**src/ncx_pkg.sv**
```systemverilog
// ----------------------------------------------------------------------------
// ncx_pkg
// Shared types and codes for the nonzero coordinate extractor.
// ----------------------------------------------------------------------------
`default_nettype none

package ncx_pkg;

    // one coordinate / dimension extent
    typedef logic [15:0] coord_t;
    // saturating hit count
    typedef logic [62:0] count_t;

    localparam int unsigned NUM_COORDS = 4;

    localparam count_t CNT_MAX = {63{1'b1}};

    // configuration register indexes
    localparam logic [2:0] REG_NUM_DIMS  = 3'd0;
    localparam logic [2:0] REG_SIZE_DIM0 = 3'd1;
    localparam logic [2:0] REG_SIZE_DIM1 = 3'd2;
    localparam logic [2:0] REG_SIZE_DIM2 = 3'd3;
    localparam logic [2:0] REG_SIZE_DIM3 = 3'd4;
    localparam logic [2:0] REG_ELEM_FMT  = 3'd5;

    // element formats
    localparam logic [2:0] FMT_INT     = 3'd0;
    localparam logic [2:0] FMT_HALF    = 3'd1;
    localparam logic [2:0] FMT_BF16    = 3'd2;
    localparam logic [2:0] FMT_FP32    = 3'd3;
    localparam logic [2:0] FMT_FP64    = 3'd4;
    localparam logic [2:0] FMT_CPLX32  = 3'd5;

endpackage : ncx_pkg

`default_nettype wire

```
**src/ncx_nonzero_test.sv**
```systemverilog
// ----------------------------------------------------------------------------
// ncx_nonzero_test
// Format-dependent nonzero test of one raw element; sign bits are ignored
// for floating formats.
// ----------------------------------------------------------------------------
`default_nettype none

module ncx_nonzero_test
    import ncx_pkg::*;
(
    input  wire logic [63:0] element_bits,
    input  wire logic [2:0]  element_format,
    output logic             nonzero
);

    always_comb begin
        case (element_format) inside
            FMT_HALF, FMT_BF16: nonzero = |element_bits[14:0];
            FMT_FP32:           nonzero = |element_bits[30:0];
            FMT_FP64:           nonzero = |element_bits[62:0];
            FMT_CPLX32:         nonzero = (|element_bits[30:0]) | (|element_bits[62:32]);
            default:            nonzero = |element_bits;
        endcase
    end

endmodule : ncx_nonzero_test

`default_nettype wire

```
**src/ncx_odometer.sv**
```systemverilog
// ----------------------------------------------------------------------------
// ncx_odometer
// Running multi-dimensional index; innermost used dimension moves fastest.
// ----------------------------------------------------------------------------
`default_nettype none

module ncx_odometer
    import ncx_pkg::*;
#(
    parameter int unsigned MAX_DIMS = 4
) (
    input  wire logic                       aclk,
    input  wire logic                       aresetn,
    input  wire logic                       advance,
    input  wire logic [2:0]                 dims_used,
    input  wire coord_t [NUM_COORDS-1:0]    size_dim,
    output coord_t [NUM_COORDS-1:0]         coord,
    output logic                            last
);

    coord_t [MAX_DIMS-1:0] pos_reg;
    coord_t [MAX_DIMS-1:0] pos_next;
    logic   [MAX_DIMS-1:0] used;
    logic   [MAX_DIMS-1:0] wrap;
    logic   [MAX_DIMS-1:0] carry_in;
    logic   [MAX_DIMS-1:0][16:0] pos_inc;

    always_comb begin
        logic   carry;
        coord_t sz;
        carry = 1'b1;
        for (int d = MAX_DIMS - 1; d >= 0; d--) begin
            used[d]    = 3'(d) < dims_used;
            sz         = (size_dim[d] == '0) ? 16'd1 : size_dim[d];
            pos_inc[d] = {1'b0, pos_reg[d]} + 17'd1;
            wrap[d]    = pos_inc[d] >= {1'b0, sz};
            carry_in[d] = carry;
            carry      = carry & (~used[d] | wrap[d]);
        end
        last = carry;
        for (int d = 0; d < MAX_DIMS; d++) begin
            if (!used[d]) begin
                pos_next[d] = '0;
            end else if (carry_in[d]) begin
                pos_next[d] = wrap[d] ? '0 : pos_inc[d][15:0];
            end else begin
                pos_next[d] = pos_reg[d];
            end
        end
    end

    always_ff @(posedge aclk) begin
        if (!aresetn) begin
            pos_reg <= '0;
        end else if (advance) begin
            pos_reg <= pos_next;
        end
    end

    for (genvar i = 0; i < NUM_COORDS; i++) begin : g_coord
        if (i < MAX_DIMS) begin : g_live
            assign coord[i] = used[i] ? pos_reg[i] : '0;
        end else begin : g_dead
            assign coord[i] = '0;
        end
    end

endmodule : ncx_odometer

`default_nettype wire

```
**src/nonzero_coordinate_extractor.sv**
```systemverilog
// ----------------------------------------------------------------------------
// nonzero_coordinate_extractor
// Streams tensor elements in row-major order and reports, per element, the
// nonzero flag, its coordinates, its output row and the running hit count.
// ----------------------------------------------------------------------------
// One result per element, one element per clock sustained while m_ready
// holds. An element is held in the input register, then the nonzero test,
// odometer carry and the 63-bit saturating count settle combinationally
// into the result register, and result valid is registered there. While a
// result waits, one more element can enter the input register; after that
// the input side takes an element only in a cycle in which the result
// transfers. Coordinates of unused dimensions read 0, num_dims 0 is a
// scalar (every element is the last), a zero size acts as 1. The element
// that wraps the outermost dimension raises tensor_done and clears the
// odometer and hit count. Configuration writes take effect at once and
// must only be made while the block is idle.
// ----------------------------------------------------------------------------
`default_nettype none

module nonzero_coordinate_extractor
    import ncx_pkg::*;
#(
    parameter int unsigned MAX_DIMS = 4
) (
    input  wire logic        aclk,
    input  wire logic        aresetn,
    // configuration write port
    input  wire logic        cfg_wr_en,
    input  wire logic [2:0]  cfg_index,
    input  wire logic [15:0] cfg_wdata,
    // element input
    input  wire logic        s_valid,
    output logic             s_ready,
    input  wire logic [63:0] s_element_bits,
    // result output
    output logic             m_valid,
    input  wire logic        m_ready,
    output logic             m_hit,
    output logic [15:0]      m_coord_a,
    output logic [15:0]      m_coord_b,
    output logic [15:0]      m_coord_c,
    output logic [15:0]      m_coord_d,
    output logic [62:0]      m_row_index,
    output logic [62:0]      m_hits_so_far,
    output logic             m_tensor_done
);

    localparam logic [2:0] MaxDimsW = 3'(MAX_DIMS);

    // ---------------- configuration registers ----------------
    logic [2:0]                    num_dims_reg;
    coord_t [NUM_COORDS-1:0]       size_dim_reg;
    logic [2:0]                    elem_fmt_reg;

    always_ff @(posedge aclk) begin
        if (!aresetn) begin
            num_dims_reg <= 3'd1;
            size_dim_reg <= {NUM_COORDS{16'd1}};
            elem_fmt_reg <= FMT_INT;
        end else if (cfg_wr_en) begin
            unique case (cfg_index)
                REG_NUM_DIMS:  num_dims_reg    <= cfg_wdata[2:0];
                REG_SIZE_DIM0: size_dim_reg[0] <= cfg_wdata;
                REG_SIZE_DIM1: size_dim_reg[1] <= cfg_wdata;
                REG_SIZE_DIM2: size_dim_reg[2] <= cfg_wdata;
                REG_SIZE_DIM3: size_dim_reg[3] <= cfg_wdata;
                REG_ELEM_FMT:  elem_fmt_reg    <= cfg_wdata[2:0];
                default: ; // indexes past the register list are dropped
            endcase
        end
    end

    // clamp to what the odometer actually holds
    logic [2:0] dims_used;
    assign dims_used = (num_dims_reg > MaxDimsW) ? MaxDimsW : num_dims_reg;

    // ---------------- input register ----------------
    logic        in_valid_reg;
    logic [63:0] in_bits_reg;
    logic        advance;   // element moves from input to result register

    assign advance = in_valid_reg & (~m_valid | m_ready);
    assign s_ready = ~in_valid_reg | advance;

    always_ff @(posedge aclk) begin
        if (!aresetn) begin
            in_valid_reg <= 1'b0;
        end else if (s_ready) begin
            in_valid_reg <= s_valid;
        end
    end

    always_ff @(posedge aclk) begin
        if (s_valid && s_ready) begin
            in_bits_reg <= s_element_bits;
        end
    end

    // ---------------- element processing ----------------
    logic                    nonzero;
    coord_t [NUM_COORDS-1:0] coord;
    logic                    last;

    ncx_nonzero_test u_nonzero (
        .element_bits   (in_bits_reg),
        .element_format (elem_fmt_reg),
        .nonzero        (nonzero)
    );

    ncx_odometer #(
        .MAX_DIMS (MAX_DIMS)
    ) u_odometer (
        .aclk      (aclk),
        .aresetn   (aresetn),
        .advance   (advance),
        .dims_used (dims_used),
        .size_dim  (size_dim_reg),
        .coord     (coord),
        .last      (last)
    );

    // saturating hit count; cleared after the last element of a tensor
    count_t hit_total_reg;
    count_t hit_total_next;
    count_t hits_after;

    assign hits_after = (nonzero && hit_total_reg != CNT_MAX) ? hit_total_reg + 63'd1
                                                              : hit_total_reg;
    assign hit_total_next = last ? '0 : hits_after;

    always_ff @(posedge aclk) begin
        if (!aresetn) begin
            hit_total_reg <= '0;
        end else if (advance) begin
            hit_total_reg <= hit_total_next;
        end
    end

    // ---------------- result register ----------------
    logic   m_valid_reg;
    logic   m_hit_reg;
    coord_t m_coord_a_reg;
    coord_t m_coord_b_reg;
    coord_t m_coord_c_reg;
    coord_t m_coord_d_reg;
    count_t m_row_index_reg;
    count_t m_hits_so_far_reg;
    logic   m_tensor_done_reg;

    always_ff @(posedge aclk) begin
        if (!aresetn) begin
            m_valid_reg <= 1'b0;
        end else if (advance) begin
            m_valid_reg <= 1'b1;
        end else if (m_ready) begin
            m_valid_reg <= 1'b0;
        end
    end

    always_ff @(posedge aclk) begin
        if (advance) begin
            m_hit_reg         <= nonzero;
            m_coord_a_reg     <= coord[0];
            m_coord_b_reg     <= coord[1];
            m_coord_c_reg     <= coord[2];
            m_coord_d_reg     <= coord[3];
            m_row_index_reg   <= nonzero ? hit_total_reg : '0;  // no row without a hit
            m_hits_so_far_reg <= hits_after;
            m_tensor_done_reg <= last;
        end
    end

    assign m_valid       = m_valid_reg;
    assign m_hit         = m_hit_reg;
    assign m_coord_a     = m_coord_a_reg;
    assign m_coord_b     = m_coord_b_reg;
    assign m_coord_c     = m_coord_c_reg;
    assign m_coord_d     = m_coord_d_reg;
    assign m_row_index   = m_row_index_reg;
    assign m_hits_so_far = m_hits_so_far_reg;
    assign m_tensor_done = m_tensor_done_reg;

endmodule : nonzero_coordinate_extractor

`default_nettype wire

```
**config.mk**
```make
export PLATFORM = sky130hd
export DESIGN_NAME = nonzero_coordinate_extractor
export DESIGN_NICKNAME = d
export VERILOG_FILES = /design/src/ncx_pkg.sv /design/src/ncx_nonzero_test.sv /design/src/ncx_odometer.sv /design/src/nonzero_coordinate_extractor.sv
export SDC_FILE = /design/constraint.sdc
export NUM_CORES = 1
export LEC_CHECK = 0
export BUFFER_PORTS_ARGS = -buffer_cell sky130_fd_sc_hd__buf_2
export CORE_UTILIZATION = 25
export DETAILED_ROUTE_END_ITERATION = 7
export SETUP_SLACK_MARGIN = 0.3
export SYNTH_ARGS = -nofsm -noshare
export SYNTH_HDL_FRONTEND = slang
export SYNTH_SLANG_ARGS = --single-unit
```
**constraint.sdc**
```tcl
create_clock -name aclk -period 7.65 [get_ports aclk]
set_input_delay 0.3825 -clock aclk [delete_from_list [all_inputs] [get_ports aclk]]
set_output_delay 0.3825 -clock aclk [all_outputs]
set_load 0.05 [all_outputs]
```
==> After elaboration in Yosys (flattened, before gate mapping) <==
Cells that the tools add are included.
{ "totals": {"reg_bits": 455, "latchBits": 0, "ram_bits": 0, "mem_bits_ro": 0, "in_bits": 88, "out_inout_bits": 194, "elab_cells": 114, "mem_count": 0} }
{ "op_classes": {"addsub": 5, "mul": 0, "n_div": 0, "n_lt_le_gt_ge": 9, "eq_ne": 14, "n_shift": 0, "mux": 24, "n_bitwise": 17, "reduce_logical": 23} }
{ "op_table": {"columns": ["operator", "n"], "rows": [
  ["$mux 16", 15],
  ["$mux 63", 2],
  ["$add 16x1->17 const B", 4],
  ["$ge 17x16->1", 4],
  ["$logic_not 16->1", 4],
  ["$reduce_or 64->1", 1],
  ["$add 63x1->63 const B", 1],
  ["$ne 63x63->1 const B", 1],
  ["$reduce_or 63->1", 1],
  ["$reduce_or 31->1", 2],
  ["$reduce_and 2->1", 9],
  ["$reduce_or 15->1", 1],
  ["$eq 3x2->1 const B", 4],
  ["$eq 3x3->1 const B", 4],
  ["$or 1x1->1", 7],
  ["$eq 3x1->1 const B", 2],
  ["$lt 1x3->1 const A", 2],
  ["$lt 2x3->1 const A", 2],
  ["$mux 1", 6],
  ["$ne 2x2->1 const B", 3],
  ["$not 1->1", 6],
  ["$and 1x1->1", 4],
  ["$gt 3x3->1 const B", 1],
  ["$logic_not 3->1", 1],
  ["other kinds (4)", 5]
]} }

==> Depth between registers and ports, before layout <==
{ "logic_depth": {"ltp_word": 9, "mapped_depth": 18, "depth_no_buf": 15} }

==> By module <==
Synthesis repeated with hierarchy kept, for this count alone.
{ "hier_totals": {"cells_unflattened": 2153, "hier_area_um2": 21923.5} }
{ "modules_own_cells": {"columns": ["mod", "n_inst", "cells_each", "area_each_um2", "seq_area_each_um2"], "rows": [
  ["nonzero_coordinate_extractor", 1, 1280, 15391.0, 10390.0],
  ["ncx_odometer", 1, 838, 6311.1, 1281.2],
  ["ncx_nonzero_test", 1, 35, 221.5, 0.0]
]} }

==> Worst setup path before layout <==
Ideal clock, no wire load.
{ "synth_path": {"path_kind": "register to register", "start": "register m_valid_reg, in the netlist m_valid", "end": "register u_odometer.pos_reg[50] in the netlist's numbering", "setup_time_ns": 0.132, "arrival_time_ns": 7.547, "required_ns": 7.518, "slack_ns": -0.029, "path_stages_with_launch": 10, "n_path_buf": 3, "period_less_slack_ns": 7.679, "path_cell_list": "dfxtp_1 -> nor2b_1 -> nand2b_1 -> clkbuf_1 -> inv_1 -> clkbuf_1 -> buf_1 -> o21ai_0 -> nand2_1 -> a21oi_1"} }
{ "synth_between": {"elab_chain_cells": 3} }
{ "synth_rtl": {"columns": ["element", "line_no", "text"], "rows": [
  ["start: declaration", "nonzero_coordinate_extractor.sv:140", "logic m_valid_reg;"],
  ["start signal: assignment", "nonzero_coordinate_extractor.sv:152", "m_valid_reg <= 1'b0;"],
  ["start signal: assignment", "nonzero_coordinate_extractor.sv:154", "m_valid_reg <= 1'b1;"],
  ["start signal: assignment", "nonzero_coordinate_extractor.sv:156", "m_valid_reg <= 1'b0;"],
  ["$not 1->1", "nonzero_coordinate_extractor.sv:82", "assign advance = in_valid_reg & (~m_valid | m_ready);"],
  ["$or 1x1->1", "nonzero_coordinate_extractor.sv:82", null],
  ["$and 1x1->1", "nonzero_coordinate_extractor.sv:82", null],
  ["net advance", "nonzero_coordinate_extractor.sv:80", "logic advance;"],
  ["end signal: assignment", "ncx_odometer.sv:56", "pos_reg <= pos_next;"],
  ["end: declaration", "ncx_odometer.sv:21", "coord_t [MAX_DIMS-1:0] pos_reg;"]
]} }
The timed path passes the listed nets, and every way through them passes these cells.
A chain may end at the register's enable or synchronous reset.

==> Worst setup path after layout <==
{ "layout_path": {"start": "register u_odometer.pos_reg[48] in the netlist's numbering", "end": "register hit_total_reg[40]"} }
{ "layout_between": {"elab_chain_cells": 7} }
{ "layout_rtl": {"columns": ["element", "line_no", "text"], "rows": [
  ["$add 16x1->17", "ncx_odometer.sv:35", "pos_inc[d] = {1'b0, pos_reg[d]} + 17'd1;"],
  ["$ge 17x16->1", "ncx_odometer.sv:36", "wrap[d] = pos_inc[d] >= {1'b0, sz};"],
  ["$or 1x1->1", "ncx_odometer.sv:38", "carry = carry & (~used[d] | wrap[d]);"],
  ["$and 1x1->1 (3 in series)", "ncx_odometer.sv:38", null],
  ["$mux 63", "nonzero_coordinate_extractor.sv:129", "assign hit_total_next = last ? '0 : hits_after;"],
  ["end signal: assignment", "nonzero_coordinate_extractor.sv:135", "hit_total_reg <= hit_total_next;"],
  ["end: declaration", "nonzero_coordinate_extractor.sv:123", "count_t hit_total_reg;"]
]} }
No other way between the ends.

==> results.json <==
{
  "postSynthAreaPerCell_sq_um": 10.3,
  "dp.cells": 3248,
  "antenna_found_initial": 16,
  "area_growth_syn_to_layout_pct": 24.1,
  "clkLatencyLatePin_ps": 600,
  "htree_levels": 2,
  "dr.pass1.iters": 5,
  "post_cts_resized": 0,
  "setup_slack_ps": 2660,
  "synth_cells": 1989,
  "path_clk_slew_ps": 70,
  "worst_pin_slew_ps": 1030,
  "vias_per_cell": 4.52,
  "fp.dieW_um": 289,
  "crit_type": "reg2reg",
  "grt_max_degree": 152,
  "ant_nets": 0,
  "p_leak_nw": 9.11,
  "start_util": 0.254,
  "num_vias": 15400,
  "power_density_nw_per_um2": 225,
  "synth_warnings": 0,
  "dp_hpwl_um": 39600,
  "timing.critical_path.mode_cell": "nor2_1",
  "synth-edff-count": 256,
  "slowest_stage": "or4_1",
  "grt_pass1_wl_um": 87000,
  "final-max-slew-violation-count": 0,
  "clockBufferDepth": 3,
  "numCtsBuffers": 51,
  "hold_violations": 0,
  "crit_buf_inv": 1,
  "worstPathMaxFanout": 61,
  "fin_area_sq_um": 25500,
  "rows": 104,
  "dieHeight_um": 289,
  "synth_cell_types": 61,
  "fin_crit_sh": 0.652,
  "drt_iter0_markers": 1012,
  "critPathTopFamily": "simple AND/OR/NAND/NOR gates",
  "core_sq_um": 80900,
  "rsz0062_at_grt": "false",
  "max_freq_ghz": 0.200,
  "grt_usage": 0.134,
  "irDropWorstVdd_uv": 184,
  "worstSetupStartpointType": "register",
  "synth_common_cells": "edfxtp_1, nand2_1, dfxtp_1",
  "worstSetupStartpoint": "u_odometer.pos_reg[48]",
  "post_drt_wl_per_cell_um": 16.8,
  "hold_start": "cfg_wdata[6]",
  "required_ps": 8100,
  "cp-end-kind": "register",
  "synth_area_sq_um": 20600,
  "ys_async_sr_fraction": 0,
  "cp.arrival_ps": 5440,
  "synth_top_cell_by_area": "edfxtp_1",
  "grt_overflow": 0,
  "syn_nets": 2146,
  "post_dp_cell_area_sq_um": 23100,
  "relSlewSlack": 0.311,
  "die_area_sq_um": 83400,
  "yosysSeqAreaShare": 0.568,
  "fill_cells": 8365,
  "status": "finished clean",
  "setup-violations-final": 0,
  "gp_congestion": 0.815,
  "grt_pass1_vias": 15100,
  "fin_nets": 2463,
  "worst_path_largest_cell_delay_ps": 770,
  "netlist.area_leader.share": 0.374,
  "tns_ps": 0,
  "root_buffer": "clkbuf_16",
  "cts.sinks": 455,
  "detail_route.wirelength_um": 57200,
  "post-place-ws_ps": 2740,
  "layout-drive-gt1-share": 0.172,
  "cts_tree": "yes",
  "io_buffers": 281,
  "synth_area_leaders": "edfxtp_1, dfxtp_1, nand2_1, ha_1, xnor2_1",
  "cp_cell_sequence": "ha_1 -> nand3_1 -> nor3_2 -> nand3_1 -> nor2_1 -> xor2_1 -> ha_1 -> nand4_1 -> nor3_1 -> o22ai_1 -> a21boi_0 -> nor2_1 -> or4_1 -> o21ai_4 -> buf_4 -> nor2_1",
  "fin_worst_skew_ps": 27.3,
  "final_cells": 3412,
  "hp-class": "in2reg",
  "min_period_ps": 4990,
  "drc": 0,
  "rr_startpoint": "u_odometer.pos_reg[48]",
  "ys.flop_type": "edfxtp_1",
  "ios": 282,
  "ys_ff_latch": 455,
  "maxCapViolCount": 0
}
power by group:
part           internal, mW  switching [mW]  total, mW
combinational         0.110           0.349      0.458
clock                  1.55            1.04       2.59
sequential             2.66          0.0342       2.70
stage by stage:
stage | utilization | hold WS, ps | total power, mW
2_1_floorplan | - | 432 | 3.05
3_5_place_dp | 0.285 | 446 | 3.19
4_1_cts | 0.315 | 59.7 | 5.82
6_report | 0.315 | 92.6 | 5.74
5_1_grt | 0.315 | 76.4 | 5.94
3_3_place_gp | 0.285 | 441 | 3.19
worst register-to-register path, stage by stage, from the launching register on:
cell      delay [ps]
dfxtp_1          450
ha_1             250
nand3_1          220
nor3_2           440
nand3_1          230
nor2_1           160
xor2_1           230
ha_1             200
nand4_1          120
nor3_1           210
o22ai_1          110
a21boi_0         260
nor2_1           250
or4_1            780
o21ai_4          190
buf_4            590
nor2_1           150
per-layer routing:
metal	wire, um	track usage	vias up
li1	-	-	7600
met1	24200	0.164	7296
met2	28000	0.234	407
met3	3760	0.0342	99
met4	1100	0.0314	24
met5	154	0	-
kinds of logic (layout without fill, tap and decap cells):
group,after synthesis,after routing,share of synthesized area
other,0,3,0
multiplexers,6,6,0.00292
AO/OA/AOI/OAI,228,228,0.0648
adder cells (fa/ha/maj),69,69,0.0420
buffers and inverters,176,536,0.0334
XOR/XNOR,173,173,0.0737
flip-flops,455,455,0.568
AND/OR/NAND/NOR,882,882,0.215
area by class of cell:
cell class / count / area (sq um) / area share
Tap cell: 1060 / 1330 / 0.0520
Clock inverter: 30 / 342 / 0.0134
Inverter: 80 / 309 / 0.0121
Clock buffer: 66 / 1450 / 0.0567
Antenna cell: 3 / 7.51 / 0.000294
Timing Repair Buffer: 360 / 2170 / 0.0853
Sequential cell: 455 / 11700 / 0.458
Multi-Input combinational cell: 1358 / 8230 / 0.323
cells in the final DEF (no fill, tap or decap), types with 69 or more instances in the layout:
cell / instances
nor2_1: 161
inv_1: 78
nand3_1: 101
xnor2_1: 95
buf_2: 281
xor2_1: 78
nand2_1: 256
a21oi_1: 133
ha_1: 69
dfxtp_1: 199
edfxtp_1: 256
and2_1: 84
repair_timing:
item	CTS	global route
buffers inserted	0	0
hold endpoints to repair	65	0
hold buffers	65	0
endpoints found under the setup margin	0	0
final timing paths:
path / to / slack, ps / cells after the start
min reg2reg: u_odometer.pos_reg[28] / 450 / 2
max: hit_total_reg[40] / 2660 / 16
max reg2reg: hit_total_reg[40] / 2660 / 16
min: size_dim_reg[54] / 90 / 3
Note: power is estimated with default switching activity, not from simulation.
